**src/rtl/sdbm_pkg.sv**
```systemverilog
package sdbm_pkg;

	// fixed field and word widths
	localparam int WORD_BITS = 32;
	localparam int BIT_W     = 5;
	localparam int MOD_W     = 9;
	localparam int OFF_W     = 8;
	localparam int POS_W     = 10;
	localparam int WNUM_W    = POS_W - BIT_W;
	localparam int HASH_W    = 31;
	localparam int CNT_W     = 16;
	localparam int CFG_IDX_W = 3;
	localparam int CFG_DAT_W = 9;
	localparam int DIV_CNT_W = 5;

	// hash multiplier and saturation limit
	localparam logic [31:0]      HASH_MUL  = 32'd4999;
	localparam logic [CNT_W-1:0] COUNT_MAX = 16'hffff;

	// register map bases
	localparam logic [CFG_IDX_W-1:0] CFG_MOD_BASE = 3'd0;
	localparam logic [CFG_IDX_W-1:0] CFG_OFF_BASE = 3'd4;

	// request action codes
	typedef enum logic [1:0] {
		ACT_CLEAR = 2'd0,
		ACT_ADD   = 2'd1,
		ACT_MATCH = 2'd2,
		ACT_NONE  = 2'd3
	} action_t;

	// input request payload
	typedef struct packed {
		logic [1:0]  action;
		logic [1:0]  key_index;
		logic        key_bound;
		logic [31:0] key_value;
		logic        fact_end;
		logic [2:0]  word_index;
		logic [31:0] other_word;
		logic        last_word;
	} item_t;

	// result payload
	typedef struct packed {
		logic             is_subset;
		logic [CNT_W-1:0] records_added;
	} result_t;

	// modulo unit command and status
	typedef struct packed {
		logic              start;
		logic [HASH_W-1:0] dividend;
		logic [MOD_W-1:0]  divisor;
	} div_req_t;

	typedef struct packed {
		logic             done;
		logic [MOD_W-1:0] rem;
	} div_rsp_t;

endpackage

```
**src/rtl/superimposed_descriptor_build_match_core.sv**
```systemverilog
// Superimposed-coding signature builder and subset matcher.
// Requests arrive on item_valid / item_stall / item and are taken at an edge
// with item_valid high and item_stall low. A clear request empties the
// descriptor and the record count. An add request hashes one key and sets
// one descriptor bit through the hash multiply, the 31-step radix-2 modulo
// unit and a read-modify-write of the word memory (no write is done when the
// position falls past the store).
// An add whose key is unbound or disabled leaves the block idle. A match
// request compares one stored word with the offered word; the request with
// last_word set then waits in S_EMIT to load one result onto result_valid /
// result_stall / result, holding the subset flag and the current record count.
// item_stall stays high while a request is in progress; one request is
// worked at a time. Results sit in an output register: a stalled result holds
// its value, and the block keeps taking requests until a further result finds
// the register still occupied, where it waits.
// Key moduli and offsets are written on cfg_valid / cfg_ready while idle.
// Reset clears the descriptor (per-word valid bits), the count, the
// configuration and the output valid flag; no clearing pass is needed.
module superimposed_descriptor_build_match_core #(
	parameter int DESC_WORDS = 8,
	parameter int NUM_KEYS   = 4
) (
	input  logic                              clk,
	input  logic                              arst_n,
	input  logic                              item_valid,
	output logic                              item_stall,
	input  sdbm_pkg::item_t                   item,
	output logic                              result_valid,
	input  logic                              result_stall,
	output sdbm_pkg::result_t                 result,
	input  logic                              cfg_valid,
	output logic                              cfg_ready,
	input  logic [sdbm_pkg::CFG_IDX_W-1:0]    cfg_index,
	input  logic [sdbm_pkg::CFG_DAT_W-1:0]    cfg_data
);

	localparam int AW = (DESC_WORDS > 1) ? $clog2(DESC_WORDS) : 1;

	typedef enum logic [8:0] {
		S_IDLE  = 9'b000000001,
		S_HASH  = 9'b000000010,
		S_DIVGO = 9'b000000100,
		S_DIV   = 9'b000001000,
		S_READ  = 9'b000010000,
		S_WRITE = 9'b000100000,
		S_MREAD = 9'b001000000,
		S_MCMP  = 9'b010000000,
		S_EMIT  = 9'b100000000
	} state_t;

	state_t state_q;

	logic [sdbm_pkg::MOD_W-1:0]  mod_cfg_q [NUM_KEYS];
	logic [sdbm_pkg::OFF_W-1:0]  off_cfg_q [NUM_KEYS];

	logic [DESC_WORDS-1:0]        wvalid_q;
	logic [sdbm_pkg::CNT_W-1:0]   count_q;
	logic                         run_q;

	logic [31:0]                  value_q;
	logic [sdbm_pkg::MOD_W-1:0]   mod_q;
	logic [sdbm_pkg::OFF_W-1:0]   off_q;
	logic [sdbm_pkg::HASH_W-1:0]  hash_q;
	logic [sdbm_pkg::WNUM_W-1:0]  wnum_q;
	logic [sdbm_pkg::BIT_W-1:0]   bit_q;
	logic [31:0]                  other_q;
	logic                         last_q;

	logic                         res_valid_q;
	sdbm_pkg::result_t            res_q;

	logic                         item_fire;
	logic                         cfg_fire;
	logic [sdbm_pkg::MOD_W-1:0]   sel_mod;
	logic [sdbm_pkg::OFF_W-1:0]   sel_off;
	logic                         key_ok;
	logic [31:0]                  product;
	logic [sdbm_pkg::POS_W-1:0]   pos;
	logic                         in_range;
	logic [AW-1:0]                addr;
	logic [31:0]                  mine;
	logic                         can_load;

	sdbm_pkg::div_req_t           div_req;
	sdbm_pkg::div_rsp_t           div_rsp;

	logic                         ram_we;
	logic                         ram_re;
	logic [31:0]                  ram_wdata;
	logic [31:0]                  ram_rdata;

	assign item_fire  = item_valid && !item_stall;
	assign cfg_fire   = cfg_valid && cfg_ready;
	assign item_stall = (state_q != S_IDLE);
	assign cfg_ready  = (state_q == S_IDLE);

	// key register write decode
	always_ff @(posedge clk or negedge arst_n) begin
		if (!arst_n) begin
			for (int k = 0; k < NUM_KEYS; k++) begin
				mod_cfg_q[k] <= '0;
				off_cfg_q[k] <= '0;
			end
		end else if (cfg_fire) begin
			for (int k = 0; k < NUM_KEYS; k++) begin
				if (cfg_index == sdbm_pkg::CFG_MOD_BASE + sdbm_pkg::CFG_IDX_W'(k)) begin
					mod_cfg_q[k] <= cfg_data;
				end
				if (cfg_index == sdbm_pkg::CFG_OFF_BASE + sdbm_pkg::CFG_IDX_W'(k)) begin
					off_cfg_q[k] <= cfg_data[sdbm_pkg::OFF_W-1:0];
				end
			end
		end
	end

	// key select for the incoming request
	always_comb begin
		sel_mod = '0;
		sel_off = '0;
		key_ok  = 1'b0;
		for (int k = 0; k < NUM_KEYS; k++) begin
			if (item.key_index == 2'(k)) begin
				sel_mod = mod_cfg_q[k];
				sel_off = off_cfg_q[k];
				key_ok  = 1'b1;
			end
		end
	end

	// hash multiply, low 31 bits kept
	assign product = value_q * sdbm_pkg::HASH_MUL;

	// bit position from remainder plus offset
	assign pos = {1'b0, div_rsp.rem} + {2'b00, off_q};

	// word range check and memory address
	assign in_range = (32'(wnum_q) < 32'(DESC_WORDS));
	assign addr     = AW'(wnum_q);
	assign mine     = (in_range && wvalid_q[addr]) ? ram_rdata : '0;
	assign can_load = !res_valid_q || !result_stall;

	// modulo unit hookup
	assign div_req.start    = (state_q == S_DIVGO);
	assign div_req.dividend = hash_q;
	assign div_req.divisor  = mod_q;

	sdbm_moddiv u_moddiv (
		.clk    (clk),
		.arst_n (arst_n),
		.req    (div_req),
		.rsp    (div_rsp)
	);

	// descriptor word memory
	assign ram_re    = ((state_q == S_READ) || (state_q == S_MREAD)) && in_range;
	assign ram_we    = (state_q == S_WRITE);
	assign ram_wdata = mine | (32'd1 << bit_q);

	sdbm_ram #(
		.WIDTH (sdbm_pkg::WORD_BITS),
		.DEPTH (DESC_WORDS)
	) u_ram (
		.clk   (clk),
		.we    (ram_we),
		.waddr (addr),
		.wdata (ram_wdata),
		.re    (ram_re),
		.raddr (addr),
		.rdata (ram_rdata)
	);

	// sequencer and control state
	always_ff @(posedge clk or negedge arst_n) begin
		if (!arst_n) begin
			state_q  <= S_IDLE;
			wvalid_q <= '0;
			count_q  <= '0;
			run_q    <= 1'b1;
		end else begin
			unique case (state_q)
				S_IDLE: begin
					if (item_fire) begin
						unique case (item.action)
							sdbm_pkg::ACT_CLEAR: begin
								wvalid_q <= '0;
								count_q  <= '0;
								run_q    <= 1'b1;
							end
							sdbm_pkg::ACT_ADD: begin
								if (item.fact_end && count_q != sdbm_pkg::COUNT_MAX) begin
									count_q <= count_q + 1'b1;
								end
								if (item.key_bound && key_ok && sel_mod != '0) begin
									state_q <= S_HASH;
								end
							end
							sdbm_pkg::ACT_MATCH: begin
								state_q <= S_MREAD;
							end
							default: begin
							end
						endcase
					end
				end
				S_HASH: begin
					state_q <= S_DIVGO;
				end
				S_DIVGO: begin
					state_q <= S_DIV;
				end
				S_DIV: begin
					if (div_rsp.done) begin
						state_q <= S_READ;
					end
				end
				S_READ: begin
					state_q <= in_range ? S_WRITE : S_IDLE;
				end
				S_WRITE: begin
					wvalid_q[addr] <= 1'b1;
					state_q        <= S_IDLE;
				end
				S_MREAD: begin
					state_q <= S_MCMP;
				end
				S_MCMP: begin
					run_q   <= run_q && ((mine & other_q) == mine);
					state_q <= last_q ? S_EMIT : S_IDLE;
				end
				S_EMIT: begin
					if (can_load) begin
						run_q   <= 1'b1;
						state_q <= S_IDLE;
					end
				end
				default: begin
					state_q <= S_IDLE;
				end
			endcase
		end
	end

	// request payload and working registers
	always_ff @(posedge clk) begin
		if (item_fire) begin
			value_q <= item.key_value;
			mod_q   <= sel_mod;
			off_q   <= sel_off;
			other_q <= item.other_word;
			last_q  <= item.last_word;
			wnum_q  <= {2'b00, item.word_index};
		end
		if (state_q == S_HASH) begin
			hash_q <= product[sdbm_pkg::HASH_W-1:0];
		end
		if (state_q == S_DIV && div_rsp.done) begin
			wnum_q <= pos[sdbm_pkg::POS_W-1:sdbm_pkg::BIT_W];
			bit_q  <= pos[sdbm_pkg::BIT_W-1:0];
		end
	end

	// output register
	always_ff @(posedge clk or negedge arst_n) begin
		if (!arst_n) begin
			res_valid_q <= 1'b0;
		end else if (state_q == S_EMIT && can_load) begin
			res_valid_q <= 1'b1;
		end else if (!result_stall) begin
			res_valid_q <= 1'b0;
		end
	end

	always_ff @(posedge clk) begin
		if (state_q == S_EMIT && can_load) begin
			res_q.is_subset     <= run_q;
			res_q.records_added <= count_q;
		end
	end

	assign result_valid = res_valid_q;
	assign result       = res_q;

	// checks
	a_we_in_range: assert property (@(posedge clk) disable iff (!arst_n)
		ram_we |-> in_range)
		else $error("descriptor write outside the store");

	a_div_done_state: assert property (@(posedge clk) disable iff (!arst_n)
		div_rsp.done |-> (state_q == S_DIV))
		else $error("modulo unit finished outside its wait state");

	a_rem_below_mod: assert property (@(posedge clk) disable iff (!arst_n)
		div_rsp.done |-> (div_rsp.rem < mod_q))
		else $error("remainder not below modulus");

	a_emit_loads: assert property (@(posedge clk) disable iff (!arst_n)
		(state_q == S_EMIT && !res_valid_q) |=> (res_valid_q && state_q == S_IDLE))
		else $error("result not loaded into an empty output register");

	a_clear_resets: assert property (@(posedge clk) disable iff (!arst_n)
		(item_fire && item.action == sdbm_pkg::ACT_CLEAR) |=>
			(count_q == '0 && run_q && wvalid_q == '0))
		else $error("clear request left state behind");

endmodule

```
**src/rtl/sdbm_ram.sv**
```systemverilog
module sdbm_ram #(
	parameter int WIDTH = 32,
	parameter int DEPTH = 8,
	localparam int AW = (DEPTH > 1) ? $clog2(DEPTH) : 1
) (
	input  logic                clk,
	input  logic                we,
	input  logic [AW-1:0]       waddr,
	input  logic [WIDTH-1:0]    wdata,
	input  logic                re,
	input  logic [AW-1:0]       raddr,
	output logic [WIDTH-1:0]    rdata
);

	logic [WIDTH-1:0] mem_q [DEPTH];
	logic [WIDTH-1:0] rdata_q;

	// single write port, registered read port
	always_ff @(posedge clk) begin
		if (we) begin
			mem_q[waddr] <= wdata;
		end
		if (re) begin
			rdata_q <= mem_q[raddr];
		end
	end

	assign rdata = rdata_q;

endmodule

```
**src/rtl/sdbm_moddiv.sv**
```systemverilog
module sdbm_moddiv (
	input  logic              clk,
	input  logic              arst_n,
	input  sdbm_pkg::div_req_t req,
	output sdbm_pkg::div_rsp_t rsp
);

	logic                            busy_q;
	logic                            done_q;
	logic [sdbm_pkg::DIV_CNT_W-1:0]  cnt_q;
	logic [sdbm_pkg::HASH_W-1:0]     dvd_q;
	logic [sdbm_pkg::MOD_W-1:0]      dsr_q;
	logic [sdbm_pkg::MOD_W-1:0]      rem_q;
	logic [sdbm_pkg::MOD_W:0]        trial;
	logic [sdbm_pkg::MOD_W:0]        diff;

	// one restoring step: shift in next dividend bit, subtract if it fits
	assign trial = {rem_q, dvd_q[sdbm_pkg::HASH_W-1]};
	assign diff  = trial - {1'b0, dsr_q};

	// step control
	always_ff @(posedge clk or negedge arst_n) begin
		if (!arst_n) begin
			busy_q <= 1'b0;
			done_q <= 1'b0;
			cnt_q  <= '0;
		end else begin
			done_q <= 1'b0;
			if (req.start) begin
				busy_q <= 1'b1;
				cnt_q  <= '0;
			end else if (busy_q) begin
				cnt_q <= cnt_q + 1'b1;
				if (cnt_q == sdbm_pkg::DIV_CNT_W'(sdbm_pkg::HASH_W - 1)) begin
					busy_q <= 1'b0;
					done_q <= 1'b1;
				end
			end
		end
	end

	// remainder datapath
	always_ff @(posedge clk) begin
		if (req.start) begin
			dvd_q <= req.dividend;
			dsr_q <= req.divisor;
			rem_q <= '0;
		end else if (busy_q) begin
			dvd_q <= {dvd_q[sdbm_pkg::HASH_W-2:0], 1'b0};
			if (trial >= {1'b0, dsr_q}) begin
				rem_q <= diff[sdbm_pkg::MOD_W-1:0];
			end else begin
				rem_q <= trial[sdbm_pkg::MOD_W-1:0];
			end
		end
	end

	assign rsp.done = done_q;
	assign rsp.rem  = rem_q;

endmodule

```
**config.mk**
```make
export PLATFORM = sky130hd
export DESIGN_NAME = superimposed_descriptor_build_match_core
export DESIGN_NICKNAME = d
export VERILOG_FILES = /design/src/rtl/sdbm_pkg.sv /design/src/rtl/superimposed_descriptor_build_match_core.sv /design/src/rtl/sdbm_ram.sv /design/src/rtl/sdbm_moddiv.sv
export SDC_FILE = /design/constraint.sdc
export NUM_CORES = 1
export LEC_CHECK = 0
export BUFFER_PORTS_ARGS = -buffer_cell sky130_fd_sc_hd__buf_2
export CAP_MARGIN = 0
export CELL_PAD_IN_SITES_DETAIL_PLACEMENT = 0
export CELL_PAD_IN_SITES_GLOBAL_PLACEMENT = 1
export CORE_MARGIN = 2
export CORE_UTILIZATION = 45
export CTS_BUF_LIST = sky130_fd_sc_hd__clkbuf_4
export DETAILED_ROUTE_END_ITERATION = 10
export GPL_TIMING_DRIVEN = 1
export HOLD_SLACK_MARGIN = 0.12
export PLACE_DENSITY = 0.69
export SLEW_MARGIN = 20
export SYNTH_ARGS = -nofsm -noshare
export SYNTH_HDL_FRONTEND = slang
export SYNTH_SLANG_ARGS = --single-unit
```
**constraint.sdc**
```tcl
create_clock -name clk -period 6 [get_ports clk]
set_clock_uncertainty 0.1 [all_clocks]
set_input_delay 0.6 -clock clk [delete_from_list [all_inputs] [get_ports clk]]
set_output_delay 0.6 -clock clk [all_outputs]
set_load 0.03 [all_outputs]
```
==> results of run 1 <==
registers in the layout (all words and copies together), names as in the netlist, 16 cells and up:
| signal | flops |
|---|---|
| count_q | 16 |
| hash_q | 31 |
| mod_cfg_q | 36 |
| off_cfg_q | 32 |
| other_q | 32 |
| result | 17 |
| u_moddiv.dvd_q | 31 |
| u_ram.mem_q | 256 |
| u_ram.rdata | 32 |
| value_q | 31 |
Yosys cell counts (43+ instances only):
library cell,count
nand4_1,45
edfxtp_1,467
fa_1,110
dfrtp_1,108
mux2_2,68
inv_1,316
a22oi_1,130
ha_1,132
a21oi_1,43
nand2_1,149
clkbuf_1,48
nor2_1,60
o21ai_0,44
critical path: cells and delay by family, from the launching register on:
family	cells	cell delay [ns]
AND/OR/NAND/NOR	3	0.52
AO/OA/AOI/OAI	5	1.38
adder cells (fa/ha/maj)	6	2.51
flip-flops	1	0.47
buffers and inverters	6	0.42
per-stage QoR:
step,hold slack (ns),utilization,std cells
finish,0.172,0.529,3342
global route,0.159,0.529,3342
CTS,0.120,0.529,3338
detailed placement,0.306,0.482,2972
global placement,0.301,0.482,2972
floorplan,0.204,-,2061
area by class of cell:
class                      count  area share
sequential                   586       0.520
multi-input combinational   1095       0.300
tap                          837      0.0321
timing repair buffer         228      0.0512
inverter                     318      0.0368
antenna                        4    0.000307
clock inverter                45     0.00724
clock buffer                 229      0.0527
final timing paths:
| path | slack, ns | cells after the start | end | start |
|---|---|---|---|---|
| max in group asynchronous | 4.39 | 3 | count_q[3] | arst_n |
| worst min register to register | 0.32 | 0 | u_moddiv.dsr_q[4] | mod_q[4] |
| worst max register to register | 0.36 | 20 | hash_q[29] | value_q[6] |
| min in group clk | 0.22 | 4 | off_cfg_q[3] | cfg_index[0] |
| worst min-delay path | 0.17 | 2 | mod_cfg_q[26] | arst_n |
| worst max-delay path | 0.36 | 20 | hash_q[29] | value_q[6] |
kinds of logic after synthesis:
family / share of synthesized area
AO/OA/AOI/OAI: 0.0796
XOR/XNOR: 0.0181
adder cells (fa/ha/maj): 0.137
buffers and inverters: 0.0518
flip-flops: 0.603
multiplexers: 0.0423
AND/OR/NAND/NOR: 0.0677
repair_timing:
action	CTS	global route
resized for setup	0	0
endpoints found under the setup margin	0	0
hold buffers	92	0
buffers inserted	0	0
endpoints found under the hold margin	229	0
layer usage:
layer | part of all wire | GRT usage
met2 | 0.48 | 0.320
met4 | 0.027 | 0.0866
met3 | 0.059 | 0.0444
met5 | 0.00043 | 0
met1 | 0.43 | 0.263
cell usage in the layout (no fill, tap or decap), types with 42 or more instances in the layout:
master / synthesis / final
dfrtp_1: 108 / 108
nand4_1: 45 / 45
inv_1: 316 / 315
o21ai_0: 44 / 44
a21oi_1: 43 / 42
nor2_1: 60 / 56
dlygate4sd3_1: 0 / 92
fa_1: 110 / 110
clkbuf_4: 0 / 229
mux2_2: 68 / 68
buf_2: 7 / 108
a22oi_1: 130 / 130
nand2_1: 149 / 149
ha_1: 132 / 132
edfxtp_1: 467 / 467
==> flow_summary.json, run 1 <==
{
  "yosys-top-cells-area": "edfxtp_1 50%, dfrtp_1 9.6%, fa_1 7.8%, ha_1 5.9%, inv_1 4.2%",
  "seq_area_frac_synth": 0.603,
  "finalMaxSlewViolations": 0,
  "htree_levels": 4,
  "cts_buffers": 155,
  "n_fill_cell": 5398,
  "cts_max_path_buffers": 3,
  "dr.pass1.iters": 5,
  "die_w_um": 254,
  "grt_max_degree": 58,
  "pre_cts_slack_ns": 0.361,
  "clockRootBuffer": "clkbuf_4",
  "pin_count": 111,
  "rsz0062_at_grt": "false",
  "grt_pass1_vias": 17900,
  "endpoint_kind": "flop",
  "grt_pass1_wl_mm": 97.2,
  "synth_top_area_share": 0.499,
  "finalWorstSetupSlack_ns": 0.360,
  "die_area_mm2": 0.0645,
  "syn_area_mm2": 0.0281,
  "period_share": 0.940,
  "numClockSinks": 586,
  "path_clk_slew_ns": 0.06,
  "initial_core_util": 0.455,
  "worst_pin_slew_ns": 1.08,
  "portBuffers": 109,
  "drtIter0Drc": 1063,
  "yosys_register_bits": 586,
  "yosysTopAreaCell": "edfxtp_1",
  "finalInstanceArea_mm2": 0.0326,
  "synth_ff_type": "edfxtp_1",
  "postSynthAreaPerCell_um2": 13.6,
  "drive_above_1_share": 0.201,
  "finalWirelength_mm": 62.7,
  "crit_type": "flop to flop",
  "num_vias": 17300,
  "nNetsFinal": 2717,
  "timing.critical_path.mode_cell": "inv_1",
  "area_growth_pct": 16.2,
  "placed_area_mm2": 0.0298,
  "path_cells": "inv_1, fa_1, inv_1, ha_1, inv_1, fa_1, inv_1, fa_1, inv_1, fa_1, inv_1, ha_1, nand2_1, nor2_1, a211oi_1, o21ai_0, a21oi_1, a211oi_1, or2_2, o311ai_0",
  "crit_arrival_ns": 6.26,
  "asyncSetResetFlopFracSynth": 0.188,
  "gp_congestion": 0.816,
  "hold_path_class": "input port to asynchronous set/reset pin",
  "synth_edf_count": 467,
  "hold_viol": 0,
  "post_drt_wl_per_cell_um": 18.8,
  "grt_use_total": 0.200,
  "postRouteAntennaNets": 0,
  "syn_inst": 2061,
  "outcome": "complete, no violations",
  "period_minus_slack_ns": 5.64,
  "ys_types": 67,
  "cts_tree": "built",
  "critical-path-max-stage-delay_ns": 0.51,
  "slew_headroom": 0.280,
  "crit_slowest_cell": "fa_1",
  "die_h_um": 254,
  "viasPerCell": 5.18,
  "ys_warn_count": 0,
  "syn-num-nets": 2394,
  "cap_violations": 0,
  "dp_hpwl_mm": 39.5,
  "antenna_found_initial": 4,
  "worstSkewPairLatency_ns": 0.97,
  "crit_fanout": 5,
  "remaining_drc_errors": 0,
  "core-area_mm2": 0.0617,
  "setup_viol": 0,
  "crit_required_ns": 6.62,
  "ff_latch_area_mm2": 0.0170,
  "max_freq_mhz": 177,
  "multi_input_area_mm2": 0.00980,
  "rows": 91,
  "setup_tns_ns": 0,
  "overflow": 0,
  "cp-start-kind": "flop"
}
Power of run 1 is left out: the tool's default activity adds up to more than one toggle a clock period on the data nets, which glitch-free logic cannot reach.
==> inputs of run 2 (changes only) <==
==> constraint.sdc (replaced) <==
create_clock -name clk -period 6 [get_ports clk]
set_clock_uncertainty 0.1 [all_clocks]
set_input_delay 0.3 -clock clk [delete_from_list [all_inputs] [get_ports clk]]
set_output_delay 0.3 -clock clk [all_outputs]
set_load 0.03 [all_outputs]
==> run 2 against run 1 <==
- non-clock buffer count is 87 higher
- fmax rose by 0.35%
- setup slack improved by 0.019 ns
- core utilization is 1.8 points higher
- via count up 3.2%
- global-route usage is 0.73 points higher
- worst hold slack better by 0.073 ns
- sequential cell count is the same
==> flow_summary.json, run 2 (synthesis gave the netlist of run 1 again) <==
{
  "clockRootBuffer": "clkbuf_4",
  "cts-resized-gates": 0,
  "crit_fanout": 5,
  "worstSkewPairLatency_ns": 0.99,
  "path_cells": "inv_1, fa_1, inv_1, ha_1, inv_1, fa_1, inv_1, fa_1, inv_1, fa_1, inv_1, ha_1, nand2_1, nor2_1, a211oi_1, o21ai_0, a21oi_1, a211oi_1, or2_2, o311ai_0",
  "hold_path_class": "input port to flop",
  "die_h_um": 254,
  "area_growth_pct": 20.1,
  "crit_required_ns": 6.65,
  "use_met2": 0.340,
  "largest-register": "u_ram.mem_q",
  "initial_core_util": 0.455,
  "outcome": "complete, no violations",
  "gp_congestion": 0.797,
  "grtUsageMet1": 0.271,
  "crit_type": "flop to flop",
  "busiest_layer": "met2",
  "worstHoldStart": "item[69]",
  "finalWirelength_mm": 64.3,
  "dp_cells": 2972,
  "postRouteAntennaNets": 0,
  "htree_levels": 4,
  "startpoint": "value_q[6]",
  "remaining_drc_errors": 0,
  "cp-start-kind": "flop",
  "pin_count": 111,
  "drive_above_1_share": 0.196,
  "numClockSinks": 586,
  "post_drt_wl_per_cell_um": 18.7,
  "crit_arrival_ns": 6.27,
  "finalMaxSlewViolations": 0,
  "cap_violations": 0,
  "hold_viol": 0,
  "slew_headroom": 0.299,
  "use_met3": 0.0467,
  "final_cell_mix": "467 x edfxtp_1, 315 x inv_1, 239 x clkbuf_4, 178 x dlygate4sd3_1, 149 x nand2_1",
  "drtIter0Drc": 1198,
  "overflow": 0,
  "grt_pass1_vias": 18400,
  "num_vias": 17900,
  "grt_max_degree": 62,
  "max_freq_mhz": 178,
  "crit_slowest_cell": "fa_1",
  "setup_viol": 0,
  "dp_hpwl_mm": 39.4,
  "nNetsFinal": 2806,
  "timing.critical_path.mode_cell": "inv_1",
  "cp_top_family": "adder cells",
  "period_share": 0.937,
  "rsz0062_at_grt": "false",
  "final_common_cell": "edfxtp_1",
  "antenna_found_initial": 3,
  "die_area_mm2": 0.0645,
  "endpoint_kind": "flop",
  "portBuffers": 109,
  "core-area_mm2": 0.0617,
  "path_clk_slew_ns": 0.07,
  "grt_use_total": 0.207,
  "viasPerCell": 5.20,
  "cts_buffers": 157,
  "largestRegisters": "u_ram.mem_q: 256 flops, mod_cfg_q: 36 flops",
  "cts_tree": "built",
  "largest_reg_flops": 256,
  "setup_tns_ns": 0,
  "fin_cells": 3439,
  "crit_buf_inv": 6,
  "rows": 91,
  "period_minus_slack_ns": 5.62,
  "post_cts_buffers": 0,
  "n_fill_cell": 5294,
  "dr.pass1.iters": 6,
  "r2r-start": "value_q[6]",
  "cts_max_path_buffers": 3,
  "worst_pin_slew_ns": 1.05,
  "grt_pass1_wl_mm": 101,
  "critical-path-max-stage-delay_ns": 0.51,
  "die_w_um": 254
}
[run 2: changes by cell type in the layout (fill, tap and decap cells not counted), sizes merged]
cell         previous run  this run
inv                   326       322
buf                   136       137
clkinv                 35        33
diode                   4         6
bufinv                  1         6
dlygate4sd3            92       178
clkbuf                229       239
clkinvlp                1         0
[run 2: stage by stage]
stage                     instance area, µm²  hold WS, ns  setup WS, ns   util
after CTS                              33700        0.158         0.339  0.546
after floorplan                        28100      -0.0956         0.435      -
after detailed placement               29800        0.270         0.436  0.482
after global routing                   33700        0.239        0.0201  0.547
after global placement                 29800        0.257         0.418  0.482
final                                  33700        0.245         0.379  0.547
[run 2: timing repair]
item | 4_1_cts | 5_1_grt
hold buffers | 179 | 0
endpoints found under the setup margin | 0 | 0
hold endpoints to repair | 312 | 0
[run 2: area by class of cell]
class,instances,area [µm²],area share
Sequential cell,586,17000,0.503
Multi-Input combinational cell,1095,9810,0.291
Timing Repair Buffer,315,2560,0.0759
Clock buffer,239,1790,0.0532
Inverter,318,1200,0.0356
Tap cell,837,1050,0.0310
Clock inverter,43,362,0.0107
Antenna cell,6,15.0,0.000445
[run 2: path summary, 6_finish.rpt]
path,slack [ns],to,cells past startpoint
worst max-delay path,0.38,hash_q[29],20
worst min-delay path,0.25,state_q[0],6
worst max register to register,0.38,hash_q[29],20
worst min register to register,0.30,u_moddiv.dsr_q[0],0
max in group asynchronous,4.63,count_q[14],4
min in group asynchronous,0.33,mod_cfg_q[26],4
[run 2: per-layer routing]
metal	share of wire	wire length (µm)
met1	0.43	27700
met2	0.49	31300
met3	0.063	4050
met4	0.019	1230
met5	0.00020	13
[run 2: tightest hold or removal path, delay by kind of cell]
kind | cells | cell delay (ns)
AOI/OAI and AO/OA | 2 | 0.48
and+or+nand+nor | 3 | 0.36
buffers and inverters | 1 | 0.11
Power of run 2 is left out for the same reason.
==> inputs of run 3 (changes only) <==
--- a/config.mk
+++ b/config.mk
@@ -16,6 +16,7 @@
 export GPL_TIMING_DRIVEN = 1
 export HOLD_SLACK_MARGIN = 0.12
 export PLACE_DENSITY = 0.69
+export REMOVE_ABC_BUFFERS = 1
 export SLEW_MARGIN = 20
 export SYNTH_ARGS = -nofsm -noshare
 export SYNTH_HDL_FRONTEND = slang
==> run 3 against run 2 <==
- core utilization shrank 0.21 points
- critical path depth is the same
- fmax grew 0.45%
- worst hold slack gained 0.013 ns
- global-route usage shrank 0.25 points
- clock-buffer cell count shrank 8
- die area is the same
- critical path type unchanged
- critical endpoint unchanged
- largest cell class unchanged
==> flow_summary.json, run 3 (synthesis gave the netlist of run 1 again) <==
{
  "timing.critical_path.mode_cell": "inv_1",
  "numClockSinks": 586,
  "grt_pass1_wl_mm": 101,
  "grt_max_degree": 57,
  "whs_endpoint": "result[16]",
  "finalInstanceArea_mm2": 0.0336,
  "initial_core_util": 0.455,
  "post_drt_wl_per_cell_um": 18.6,
  "setup_tns_ns": 0,
  "whs_path_depth": 3,
  "period_minus_slack_ns": 5.60,
  "crit_required_ns": 6.70,
  "dr.pass1.iters": 7,
  "finalMaxSlewViolations": 0,
  "crit_type": "flop to flop",
  "area_growth_pct": 19.6,
  "grt_pass1_vias": 18400,
  "num_vias": 17700,
  "overflow": 0,
  "drtIter0Drc": 1110,
  "crit_fanout": 5,
  "cp-start-kind": "flop",
  "rsz0062_at_grt": "false",
  "nNetsFinal": 2806,
  "final_common_cell": "edfxtp_1",
  "final_cell_mix": "467 x edfxtp_1, 315 x inv_1, 231 x clkbuf_4, 179 x dlygate4sd3_1, 149 x nand2_1",
  "pin_count": 111,
  "period_share": 0.933,
  "antenna_found_initial": 2,
  "endpoint_kind": "flop",
  "slew_headroom": 0.319,
  "r2r_slack_ns": 0.40,
  "cts_tree": "built",
  "cap_violations": 0,
  "cts_buffers": 155,
  "hold_viol": 0,
  "r2r_cells": 20,
  "die_h_um": 254,
  "path_clk_slew_ns": 0.07,
  "r2r_end": "hash_q[29]",
  "crit_arrival_ns": 6.29,
  "htree_levels": 4,
  "placed_area_mm2": 0.0298,
  "pre_cts_slack_ns": 0.410,
  "setup_viol": 0,
  "portBuffers": 109,
  "remaining_drc_errors": 0,
  "critical-path-max-stage-delay_ns": 0.55,
  "outcome": "complete, no violations",
  "worstHoldStart": "result_stall",
  "crit_slowest_cell": "fa_1",
  "worstSkewPairLatency_ns": 1.01,
  "drive_above_1_share": 0.196,
  "die_area_mm2": 0.0645,
  "max_freq_mhz": 179,
  "largest-register": "u_ram.mem_q",
  "hold_path_class": "input port to flop",
  "clockRootBuffer": "clkbuf_4",
  "postRouteAntennaNets": 0,
  "die_w_um": 254,
  "viasPerCell": 5.17,
  "post_cts_buffers": 0,
  "gp_congestion": 0.786,
  "worst_pin_slew_ns": 1.02,
  "largestRegisters": "u_ram.mem_q: 256 flops, mod_cfg_q: 36 flops",
  "cts_max_path_buffers": 3,
  "grt_use_total": 0.205,
  "finalWorstSetupSlack_ns": 0.404,
  "largest_reg_flops": 256,
  "fin_util": 0.545,
  "r2r-start": "value_q[4]",
  "rows": 91,
  "core-area_mm2": 0.0617,
  "dp_hpwl_mm": 39.0,
  "path_cells": "inv_1, fa_1, inv_1, ha_1, inv_1, fa_1, inv_1, fa_1, inv_1, fa_1, inv_1, ha_1, nand2_1, nor2_1, a211oi_1, o21ai_0, a21oi_1, a211oi_1, or2_2, o311ai_0",
  "finalWirelength_mm": 63.9
}
==> run 3: cell types whose count changed in the layout (fill, tap and decap cells not counted), sizes merged <==
| cell | delta |
|---|---|
| buf | +1 |
| bufinv | -4 |
| clkbuf | -8 |
| clkinv | -2 |
| clkinvlp | +2 |
| diode | +1 |
| dlygate4sd3 | +1 |
| inv | +1 |
==> run 3: what timing repair did <==
item / 4_1_cts / 5_1_grt
hold buffers: 180 / 0
hold endpoints to repair: 312 / 0
resized for setup: 0 / 0
==> run 3: worst max-delay path, delay by kind of cell, from the launching register on <==
family	cells	cell delay, ns
AOI/OAI and AO/OA	5	1.34
adders and majority gates	6	2.56
buffers and inverters	6	0.39
DFF	1	0.49
and+or+nand+nor	3	0.52
==> run 3: layout make-up <==
cell class | count | area [µm²]
antenna | 7 | 17.5
multi-input combinational | 1095 | 9810
clock buffer | 231 | 1730
sequential | 586 | 17000
tap | 837 | 1050
fill | 5233 | 28100
timing repair buffer | 317 | 2580
inverter | 318 | 1200
clock inverter | 40 | 267
==> run 3: worst max-delay path by stage <==
stage,endpoint,startpoint
after global routing,hash_q[29],value_q[4]
after global placement,hash_q[29],value_q[4]
after detailed placement,hash_q[29],value_q[4]
final,hash_q[29],value_q[4]
after floorplan,u_ram.mem_q[0][23],wnum_q[2]
after CTS,hash_q[29],value_q[4]
==> run 3: per-layer routing <==
layer | track usage | vias up | part of all wire
met5 | 0 | - | 0
met1 | 0.281 | 8744 | 0.45
met3 | 0.0432 | 106 | 0.063
met4 | 0.0755 | 0 | 0.021
li1 | - | 8342 | -
met2 | 0.322 | 530 | 0.47
==> run 3: per-stage QoR <==
| step | std cells | hold WS [ns] |
|---|---|---|
| 2_1_floorplan | 1999 | -0.0956 |
| 3_3_place_gp | 2973 | 0.291 |
| 3_5_place_dp | 2973 | 0.305 |
| 4_1_cts | 3424 | 0.186 |
| 5_1_grt | 3430 | 0.235 |
| 6_report | 3431 | 0.258 |
Power of run 3 is left out for the same reason.
